--- config.mk ---
export PLATFORM = sky130hd
export DESIGN_NAME = ps2_mouse_init_script_sequencer_top
export DESIGN_NICKNAME = d
export VERILOG_FILES = /design/src/rtl/ps2mi_pkg.sv /design/src/rtl/ps2mi_apb_regs.sv /design/src/rtl/ps2mi_step.sv /design/src/rtl/ps2_mouse_init_script_sequencer_top.sv
export SDC_FILE = /design/constraint.sdc
export NUM_CORES = 1
export LEC_CHECK = 0
export ABC_AREA = 0
export ABC_CLOCK_PERIOD_IN_PS = 3500
export BUFFER_PORTS_ARGS = -buffer_cell sky130_fd_sc_hd__buf_2
export CORE_ASPECT_RATIO = 1.5
export CORE_MARGIN = 10
export CORE_UTILIZATION = 50
export CTS_CLUSTER_DIAMETER = 40
export DETAILED_ROUTE_END_ITERATION = 6
export GPL_TIMING_DRIVEN = 0
export PLACE_DENSITY = 0.86
export SKIP_CTS_REPAIR_TIMING = 1
export SYNTH_ARGS = -nofsm -noshare
export SYNTH_HDL_FRONTEND = slang
export SYNTH_SLANG_ARGS = --single-unit
--- constraint.sdc ---
create_clock -name aclk -period 3.5 [get_ports aclk]
set_clock_uncertainty 0.15 [all_clocks]
set_input_delay 0.525 -clock aclk [delete_from_list [all_inputs] [get_ports aclk]]
set_output_delay 0.525 -clock aclk [all_outputs]
set_load 0.01 [all_outputs]
--- src/rtl/ps2mi_pkg.sv ---
// shared types, script rom and constants for the ps2 mouse init sequencer
package ps2mi_pkg;

    localparam int          POS_W       = 5;
    localparam int          CNT_W       = 7;
    localparam int          TIMEOUT_W   = 16;
    localparam int          APB_ADDR_W  = 3;
    localparam int          APB_DATA_W  = 32;

    localparam logic [7:0]  AWAIT_FLAG  = 8'h80;
    localparam logic [POS_W-1:0] POS_LAST = 5'd31;
    localparam logic [TIMEOUT_W-1:0] TIMEOUT_RESET = 16'd175;

    // register index, taken from paddr[2]
    localparam logic        REG_REPLY_TIMEOUT = 1'b0;

    // reset, set wheel-mode sample rates, read id, enable reporting
    localparam logic [7:0] SCRIPT_ROM [0:31] = '{
        8'h01, 8'hff, 8'h82, 8'h08, 8'hf3, 8'd200, 8'hf3, 8'd100,
        8'hf3, 8'd80, 8'hf2, 8'h01, 8'h81, 8'h01, 8'hf4, 8'h00,
        8'h00, 8'h00, 8'h00, 8'h00, 8'h00, 8'h00, 8'h00, 8'h00,
        8'h00, 8'h00, 8'h00, 8'h00, 8'h00, 8'h00, 8'h00, 8'h00
    };

    typedef struct packed {
        logic restart;
        logic rx_available;
    } in_word_t;

    typedef struct packed {
        logic       tx_valid;
        logic [7:0] tx_byte;
        logic       rx_taken;
        logic       flush_rx;
        logic       done_res;
    } out_word_t;

    // entries at or past the script length read as zero
    function automatic logic [7:0] rom_read(input logic [POS_W-1:0] addr,
                                            input logic [POS_W-1:0] len);
        logic [7:0] val;
        val = 8'h00;
        if (addr < len) begin
            val = SCRIPT_ROM[addr];
        end
        return val;
    endfunction

endpackage

--- src/rtl/ps2mi_apb_regs.sv ---
// apb configuration register holding the reply timeout
module ps2mi_apb_regs (
    input  logic                                aclk,
    input  logic                                aresetn,
    input  logic                                psel,
    input  logic                                penable,
    input  logic                                pwrite,
    input  logic [ps2mi_pkg::APB_ADDR_W-1:0]    paddr,
    input  logic [ps2mi_pkg::APB_DATA_W-1:0]    pwdata,
    output logic [ps2mi_pkg::APB_DATA_W-1:0]    prdata,
    output logic                                pready,
    output logic [ps2mi_pkg::TIMEOUT_W-1:0]     reply_timeout
);

    logic [ps2mi_pkg::TIMEOUT_W-1:0] timeout_reg;
    logic [ps2mi_pkg::TIMEOUT_W-1:0] timeout_next;
    logic                            wr_en;
    logic                            hit;

    assign pready = 1'b1;
    assign hit    = (paddr[2] == ps2mi_pkg::REG_REPLY_TIMEOUT);
    assign wr_en  = psel && penable && pwrite && pready && hit;

    always_comb begin
        timeout_next = timeout_reg;
        if (wr_en) begin
            timeout_next = pwdata[ps2mi_pkg::TIMEOUT_W-1:0];
        end
    end

    always_ff @(posedge aclk) begin
        if (!aresetn) begin
            timeout_reg <= ps2mi_pkg::TIMEOUT_RESET;
        end else begin
            timeout_reg <= timeout_next;
        end
    end

    always_comb begin
        prdata = '0;
        if (hit) begin
            prdata = {{(ps2mi_pkg::APB_DATA_W-ps2mi_pkg::TIMEOUT_W){1'b0}}, timeout_reg};
        end
    end

    assign reply_timeout = timeout_reg;

endmodule

--- src/rtl/ps2mi_step.sv ---
// script state registers and the per-slot next-state logic
module ps2mi_step #(
    parameter int SCRIPT_LEN = 16
) (
    input  logic                            aclk,
    input  logic                            aresetn,
    input  logic                            fire,
    input  ps2mi_pkg::in_word_t             in_word,
    input  logic [ps2mi_pkg::TIMEOUT_W-1:0] reply_timeout,
    output ps2mi_pkg::out_word_t            out_word
);

    localparam logic [ps2mi_pkg::POS_W-1:0] LenW = ps2mi_pkg::POS_W'(SCRIPT_LEN);

    logic [ps2mi_pkg::POS_W-1:0]     pos_reg,   pos_next;
    logic [ps2mi_pkg::CNT_W-1:0]     send_reg,  send_next;
    logic [ps2mi_pkg::CNT_W-1:0]     await_reg, await_next;
    logic [ps2mi_pkg::TIMEOUT_W-1:0] wait_reg,  wait_next;

    logic [ps2mi_pkg::POS_W-1:0]     pos_cur;
    logic [ps2mi_pkg::POS_W-1:0]     pos_inc;
    logic [7:0]                      rom_byte;
    logic [ps2mi_pkg::CNT_W-1:0]     await_mid;

    assign pos_cur  = in_word.restart ? '0 : pos_reg;
    assign pos_inc  = (pos_cur == ps2mi_pkg::POS_LAST) ? pos_cur : pos_cur + 1'b1;
    assign rom_byte = ps2mi_pkg::rom_read(pos_cur, LenW);

    always_comb begin
        pos_next   = pos_cur;
        send_next  = send_reg;
        await_next = await_reg;
        wait_next  = wait_reg;
        await_mid  = await_reg;
        out_word   = '0;

        if (pos_cur == '0) begin
            // start of script: flush and load first send count
            out_word.flush_rx = 1'b1;
            send_next  = rom_byte[ps2mi_pkg::CNT_W-1:0];
            await_next = '0;
            pos_next   = ps2mi_pkg::POS_W'(1);
        end else if (await_reg != '0) begin
            if (in_word.rx_available) begin
                out_word.rx_taken = 1'b1;
                await_mid = await_reg - 1'b1;
            end else if (wait_reg <= ps2mi_pkg::TIMEOUT_W'(1)) begin
                wait_next = '0;
                pos_next  = '0;
            end else begin
                wait_next = wait_reg - 1'b1;
            end
            await_next = await_mid;
            if (send_reg == '0 && await_mid == '0) begin
                pos_next = pos_inc;
                if ((rom_byte & ps2mi_pkg::AWAIT_FLAG) != 8'h00) begin
                    await_next = rom_byte[ps2mi_pkg::CNT_W-1:0];
                end else begin
                    send_next = rom_byte[ps2mi_pkg::CNT_W-1:0];
                end
            end
        end else if (send_reg != '0) begin
            out_word.tx_valid = 1'b1;
            out_word.tx_byte  = rom_byte;
            pos_next   = pos_inc;
            send_next  = send_reg - 1'b1;
            await_next = ps2mi_pkg::CNT_W'(1);
            wait_next  = reply_timeout;
        end

        out_word.done_res = (pos_next != '0) && (send_next == '0) && (await_next == '0);
    end

    always_ff @(posedge aclk) begin
        if (!aresetn) begin
            pos_reg   <= '0;
            send_reg  <= '0;
            await_reg <= '0;
            wait_reg  <= '0;
        end else if (fire) begin
            pos_reg   <= pos_next;
            send_reg  <= send_next;
            await_reg <= await_next;
            wait_reg  <= wait_next;
        end
    end

endmodule

--- src/rtl/ps2_mouse_init_script_sequencer_top.sv ---
// top level of the ps2 wheel mouse init script sequencer
// Each input word is one poll slot (nominally 20 ms) carrying a restart flag
// and whether a received byte is waiting; each slot yields exactly one result
// word telling whether to send a script byte, consume one received byte,
// flush the receive buffer, and whether the script has finished. A slot is
// captured in an input register, evaluated by the step logic against the
// script rom and counters, and the result lands in an output register, so
// one slot is accepted every clock cycle unless a stalled result has filled
// both registers. The reply timeout is an apb register at address 0 (reset
// 175 slots); write it only while no slot is in flight.
module ps2_mouse_init_script_sequencer_top #(
    parameter int SCRIPT_LEN = 16
) (
    input  logic                                aclk,
    input  logic                                aresetn,
    // slot input
    input  logic                                s_valid,
    output logic                                s_ready,
    input  ps2mi_pkg::in_word_t                 s_data,
    // result output
    output logic                                m_valid,
    input  logic                                m_ready,
    output ps2mi_pkg::out_word_t                m_data,
    // configuration
    input  logic                                psel,
    input  logic                                penable,
    input  logic                                pwrite,
    input  logic [ps2mi_pkg::APB_ADDR_W-1:0]    paddr,
    input  logic [ps2mi_pkg::APB_DATA_W-1:0]    pwdata,
    output logic [ps2mi_pkg::APB_DATA_W-1:0]    prdata,
    output logic                                pready
);

    logic                            in_valid_reg, in_valid_next;
    ps2mi_pkg::in_word_t             in_data_reg;
    logic                            out_valid_reg, out_valid_next;
    ps2mi_pkg::out_word_t            out_data_reg;
    ps2mi_pkg::out_word_t            step_word;
    logic [ps2mi_pkg::TIMEOUT_W-1:0] reply_timeout;
    logic                            fire;
    logic                            s_take;

    ps2mi_apb_regs u_regs (
        .aclk          (aclk),
        .aresetn       (aresetn),
        .psel          (psel),
        .penable       (penable),
        .pwrite        (pwrite),
        .paddr         (paddr),
        .pwdata        (pwdata),
        .prdata        (prdata),
        .pready        (pready),
        .reply_timeout (reply_timeout)
    );

    // step fires when a slot is held and the output register can take it
    assign fire    = in_valid_reg && (!out_valid_reg || m_ready);
    assign s_ready = !in_valid_reg || fire;
    assign s_take  = s_valid && s_ready;

    ps2mi_step #(
        .SCRIPT_LEN (SCRIPT_LEN)
    ) u_step (
        .aclk          (aclk),
        .aresetn       (aresetn),
        .fire          (fire),
        .in_word       (in_data_reg),
        .reply_timeout (reply_timeout),
        .out_word      (step_word)
    );

    always_comb begin
        in_valid_next = in_valid_reg;
        if (s_take) begin
            in_valid_next = 1'b1;
        end else if (fire) begin
            in_valid_next = 1'b0;
        end
        out_valid_next = out_valid_reg;
        if (fire) begin
            out_valid_next = 1'b1;
        end else if (m_ready) begin
            out_valid_next = 1'b0;
        end
    end

    always_ff @(posedge aclk) begin
        if (!aresetn) begin
            in_valid_reg  <= 1'b0;
            out_valid_reg <= 1'b0;
        end else begin
            in_valid_reg  <= in_valid_next;
            out_valid_reg <= out_valid_next;
        end
    end

    // payload registers, no reset needed
    always_ff @(posedge aclk) begin
        if (s_take) begin
            in_data_reg <= s_data;
        end
        if (fire) begin
            out_data_reg <= step_word;
        end
    end

    assign m_valid = out_valid_reg;
    assign m_data  = out_data_reg;

endmodule

==> impl_metrics.py, run 1 <==
metrics = {
    "cells_and_area": {
        "synthToLayoutAreaGrowth_pct": 21.73,
        "seq_area_sq_um": 1481,
        "drive_above_1_share": 0.2089,
        "num_antenna_cells": 0,
        "multi_input_area_sq_um": 2795,
        "final_util": 0.6296,
        "fillCellCount": 777,
        "final_nets": 701,
    },
    "worst_setup_path": {
        "r2r_setup_slack_ns": 0.02,
        "path_class": "reg -> reg",
        "cpMaxStageDelayCell": "or4_4",
        "worstPathArrival_ns": 3.51,
        "max_stage_delay_ns": 0.58,
        "crit_required_ns": 3.53,
        "reg2reg_depth": 13,
        "r2r_start": "in_data_reg[1]",
        "path_buf_inv": 3,
        "rr_endpoint": "m_data[0]",
        "path_cells": "buf_6 -> buf_2 -> nand2b_4 -> inv_2 -> ha_1 -> mux2i_1 -> o31ai_1 -> a22oi_2 -> a21oi_1 -> o211ai_1 -> nand4_1 -> or4_4 -> a211oi_2",
        "path_delay_family": "simple AND/OR/NAND/NOR gates",
        "worstSetupEndpointType": "flip-flop",
        "crit_start": "in_data_reg[1]",
        "path_max_fanout": 10,
        "startpoint_type": "flip-flop",
    },
    "placed_design": {
        "pre_cts_ws_ns": -0.9123,
        "dp.final_hpwl_mm": 10.60,
        "io_buffer_count": 54,
        "gp_congestion": 0.9727,
    },
    "min_path": {
        "min_to": "in_data_reg[1]",
        "min_path_cells": 1,
        "hold_start": "s_data[1]",
        "hp-class": "in -> reg",
    },
    "synth": {
        "synth_flop_cell": "dfxtp_1",
        "synth_compound_area_frac": 0.2375,
        "synth_most_common_cell": "nand2_1",
        "yosys_warnings": 0,
        "netlist_area_sq_um": 4404,
        "synthTopCellsByCount": "nand2_1 (82), dfxtp_1 (53), nor2b_1 (40)",
        "synth_area_leader_cell": "dfxtp_1",
        "synth_cell_types": 71,
        "synthAdderAreaFrac": 0.03125,
        "yosys_register_bits": 67,
        "yosys.area_share.simple": 0.2838,
        "synthCells": 559,
        "synth_area_leaders": "dfxtp_1 (24%), edfxtp_1 (9.5%), nand2_1 (7.0%), nor2b_1 (5.7%), o21ai_0 (3.6%)",
        "synth-edff-count": 14,
        "synth_top_area_frac": 0.2409,
        "synthArstFlopShare": 0,
        "syn_area_per_cell_sq_um": 7.879,
        "synth_xor_area_frac": 0.02585,
        "synth.area.mux_share": 0.007102,
        "synth_top_family_by_area": "simple AND/OR/NAND/NOR gates",
        "synth-seq-area-share": 0.3364,
    },
    "sta": {
        "worst_slack_ns": 0.01856,
        "fmax_mhz": 287.2,
        "drv_slew": 0,
        "worst_slew_pin_slew_ns": 1.078,
        "finalSetupViolCount": 0,
        "finalHoldViolations": 0,
        "period_share": 0.9947,
        "slew_headroom": 0.2812,
        "hold-worst-slack_ns": 0.2151,
        "period_needed_ns": 3.481,
    },
    "power_and_ir_drop": {
        "power_density_nw_per_um2": 427.7,
        "fin_total_pwr_w": 0.002293,
        "leakage_nw": 2.311,
        "peakVddDrop_uv": 315.4,
    },
    "grt": {
        "grt.total_usage": 0.2060,
        "grt_pass1_vias": 4514,
        "grt_overflow": 0,
        "grt_antenna_before_repair": 0,
        "grt_pass1_wl_mm": 22.27,
        "grt_max_degree": 22,
    },
    "status": {
        "outcome": "finished, final reports clean",
    },
    "clock_network": {
        "cts.path.max_buffers": 2,
        "numCtsBuffers": 9,
        "cts_tree": "yes",
        "root_buffer": "clkbuf_16",
        "insertion_delay_ns": 0.34,
        "cts_sinks": 67,
        "path_clk_slew_ns": 0.06,
        "cts-htree-levels": 3,
    },
    "drt": {
        "ant_nets": 0,
        "num_vias": 4562,
        "first_pass_iters": 5,
        "totalWireLength_mm": 14.10,
        "viasPerCell": 6.018,
        "drt-initial-drc-count": 331,
        "drc": 0,
        "wire_per_inst_microns": 18.59,
    },
    "run": {
        "maxCapViolCount": 0,
    },
    "floorplanning": {
        "die_h_microns": 134.9,
        "dieArea_sq_um": 13040,
        "core_area_sq_um": 8516,
        "rows": 41,
        "start_util": 0.5172,
        "ios": 91,
        "die_w_microns": 96.63,
    },
}
[cells by family (layout without fill, tap and decap cells)]
kind of cell | after synthesis | count (layout)
other | 2 | 17
buffers and inverters | 70 | 147
XOR/XNOR | 13 | 13
AND/OR/NAND/NOR | 245 | 245
adder cells (fa/ha/maj) | 11 | 11
AO/OA/AOI/OAI | 148 | 148
flip-flops | 67 | 67
multiplexers | 3 | 3
[how the worst max path moves through the flow]
stage / slack [ns] / cells after the start / to
finish: 0.02 / 13 / m_data[0]
global route: -0.09 / 13 / m_data[0]
CTS: -0.92 / 11 / m_data[0]
detailed placement: -0.91 / 11 / m_data[0]
global placement: -0.92 / 11 / m_data[0]
floorplan: 0.13 / 12 / m_data[0]
[metal layers]
layer	wire length [microns]	global-route usage
met4	780	0.1595
met1	5174	0.1943
met5	0	0
met3	922	0.05618
met2	7219	0.3700
[area by class of cell]
class,instances,share of cell area
Timing Repair Buffer,63,0.06301
Tap cell,107,0.02497
Clock buffer,14,0.04924
Buffer,49,0.04994
Multi-Input combinational cell,437,0.5214
Sequential cell,67,0.2763
Clock inverter,2,0.001867
Inverter,19,0.01330
[layout by cell type, fill, tap and decap left out, types with 15 or more instances in the layout]
cell type and instances:
o21ai_0 31, nand2_1 81, nor2b_1 39, nor2_1 36
a22oi_1 15, dfxtp_1 53, conb_1 17, buf_4 26
clkbuf_1 26, buf_2 57, nand3_1 16, inv_1 17
[worst register-to-register path: stages, from the launching register on]
cell and delay, ns:
edfxtp_1 0.47, buf_6 0.17, buf_2 0.23, nand2b_4 0.20, inv_2 0.07, ha_1 0.25
mux2i_1 0.21, o31ai_1 0.13, a22oi_2 0.24, a21oi_1 0.12, o211ai_1 0.23, nand4_1 0.12
or4_4 0.58, a211oi_2 0.17
[power by group]
group,switching [W],internal [W]
combinational,0.000371,0.000224
clock,0.000325,0.000516
sequential,0.0000338,0.000823
total,0.000729,0.00156
[stage by stage]
step	std cells	cell area [sq um]	TNS [ns]
6_report	758	5361	0
5_1_grt	758	5361	-0.09123
4_1_cts	751	5139	-11.36
3_5_place_dp	735	4865	-11.09
3_3_place_gp	735	4865	-9.566
2_1_floorplan	574	4461	0
Power figures use the tool's default switching activity.
==> run 2: changes to the inputs <==
CAP_MARGIN = 10   (was unset)
CELL_PAD_IN_SITES_DETAIL_PLACEMENT = 0   (was unset)
CELL_PAD_IN_SITES_GLOBAL_PLACEMENT = 1   (was unset)
CORE_MARGIN = unset   (was 10)
CORE_UTILIZATION = 37   (was 50)
PLACE_DENSITY = 0.87   (was 0.86)
==> run 2 against run 1 <==
  * Via count is 2.2% lower
  * Clock-buffer cell count is 4 lower
  * Worst setup slack better by 0.075 ns
  * Critical endpoint unchanged
  * Final area up 0.54%
  * First-iteration DRC count down 15%
  * Critical path depth fell by 2
  * Fmax rose by 2.2%
  * Die area is 5.3% lower
  * Largest cell class unchanged
  * Clock power up 3.4%
  * Register-to-register slack better by 0.08 ns
==> impl_metrics.py, run 2 (synthesized netlist as in run 1, its figures left out) <==
metrics = {
    "clock_network": {
        "cts_tree": "yes",
        "path_clk_slew_ns": 0.05,
        "root_buffer": "clkbuf_16",
        "numCtsBuffers": 9,
        "cts.path.max_buffers": 2,
        "cts-htree-levels": 3,
        "cts_sinks": 67,
        "insertion_delay_ns": 0.33,
    },
    "power_and_ir_drop": {
        "peakVddDrop_uv": 226.4,
        "leakage_nw": 2.310,
        "power_density_nw_per_um2": 429.6,
        "clock_power_share": 0.376,
        "p_seq_frac": 0.368,
        "sw_frac_of_total": 0.3147,
        "power.share.combinational": 0.256,
        "p_sw_w": 0.0007287,
        "internal_power_w": 0.001587,
    },
    "status": {
        "outcome": "finished, final reports clean",
    },
    "floorplanning": {
        "ios": 91,
        "core_area_sq_um": 11530,
        "die_w_microns": 91.08,
        "dieArea_sq_um": 12350,
        "start_util": 0.3819,
        "rows": 48,
        "die_h_microns": 135.6,
    },
    "cells_and_area": {
        "final_common_cell": "nand2_1",
        "fillCellCount": 1177,
        "num_antenna_cells": 0,
        "final_cells": 800,
        "drive_above_1_share": 0.1969,
        "synthToLayoutAreaGrowth_pct": 22.39,
        "final_area_sq_um": 5390,
        "final_cell_mix": "nand2_1 (80), buf_2 (56), dfxtp_1 (53)",
        "final_nets": 700,
    },
    "placed_design": {
        "dp.final_hpwl_mm": 10.42,
        "gp_congestion": 0.9481,
        "dp.cells": 778,
        "io_buffer_count": 54,
        "postPlaceCellArea_sq_um": 4918,
    },
    "sta": {
        "period_needed_ns": 3.406,
        "worst_slew_pin_slew_ns": 1.127,
        "slew_headroom": 0.2487,
        "fmax_mhz": 293.6,
        "finalHoldViolations": 0,
        "period_share": 0.9732,
        "drv_slew": 0,
        "finalSetupViolCount": 0,
    },
    "worst_setup_path": {
        "worstSetupEndpointType": "flip-flop",
        "path_class": "reg -> reg",
        "worstPathArrival_ns": 3.43,
        "crit_required_ns": 3.52,
        "startpoint_type": "flip-flop",
        "path_max_fanout": 10,
    },
    "grt": {
        "grt_pass1_vias": 4416,
        "grt_antenna_before_repair": 0,
        "grt.total_usage": 0.2303,
        "grt_max_degree": 22,
        "grt_overflow": 0,
        "grt_pass1_wl_mm": 22.22,
    },
    "drt": {
        "drt-initial-drc-count": 281,
        "totalWireLength_mm": 13.90,
        "wire_per_inst_microns": 17.38,
        "num_vias": 4463,
        "first_pass_iters": 4,
        "drc": 0,
        "viasPerCell": 5.579,
        "ant_nets": 0,
    },
    "run": {
        "maxCapViolCount": 0,
    },
    "min_path": {
        "hp-class": "in -> reg",
    },
}
run 2: area by class of cell:
cell class	count	area [sq um]	area share
buffer	51	282.8	0.05246
clock buffer	10	229.0	0.04248
sequential	67	1481	0.2748
multi-input combinational	437	2766	0.5132
clock inverter	6	56.30	0.01045
timing repair buffer	60	315.3	0.05850
inverter	19	71.32	0.01323
tap	150	187.7	0.03482
run 2: routing by layer:
| layer | GRT usage | vias to the layer above | wire length, microns |
|---|---|---|---|
| met5 | 0 | - | 0 |
| met4 | 0.1649 | 0 | 811 |
| met3 | 0.03423 | 58 | 641 |
| met2 | 0.4335 | 159 | 7299 |
| met1 | 0.2290 | 2101 | 5147 |
| li1 | - | 2145 | - |
run 2: metrics by stage:
stage	power, W	utilization	hold WS [ns]	setup TNS [ns]	setup slack (ns)
global route	0.002426	0.4674	0.2142	-0.04249	-0.04249
global placement	0.001406	0.4265	0.3179	-16.77	-0.9094
detailed placement	0.001413	0.4265	0.3247	-16.44	-0.9004
floorplan	0.001248	-	0.3022	0	0.1300
CTS	0.002292	0.4513	0.2094	-16.82	-0.9157
finish	0.002315	0.4674	0.2163	0	0.09371
run 2: path summary, 6_finish.rpt:
kind                            start                        to  slack, ns  cells past startpoint
max                    in_data_reg[1]                 m_data[0]       0.09                     11
max reg2reg            in_data_reg[1]                 m_data[0]       0.09                     11
min                         s_data[1]            in_data_reg[1]       0.22                      1
min reg2reg  u_regs.reply_timeout[12]  u_regs.reply_timeout[12]       0.33                      2
run 2: critical path: stages (launching register included):
cell	delay [ns]
edfxtp_1	0.42
buf_6	0.17
buf_4	0.17
nand2b_4	0.17
ha_4	0.31
nand2_1	0.11
a211oi_4	0.50
or3_4	0.23
o32a_1	0.20
nand4_1	0.11
or4_4	0.55
a211oi_2	0.15
run 2: power groups by stage:
stage          clock network, W  logic [W]  registers [W]
6_report               0.000870   0.000592       0.000853
5_1_grt                0.000925   0.000645       0.000856
4_1_cts                0.000892   0.000549       0.000851
3_5_place_dp                  0   0.000546       0.000867
3_3_place_gp                  0   0.000540       0.000866
2_1_floorplan                 0   0.000385       0.000863
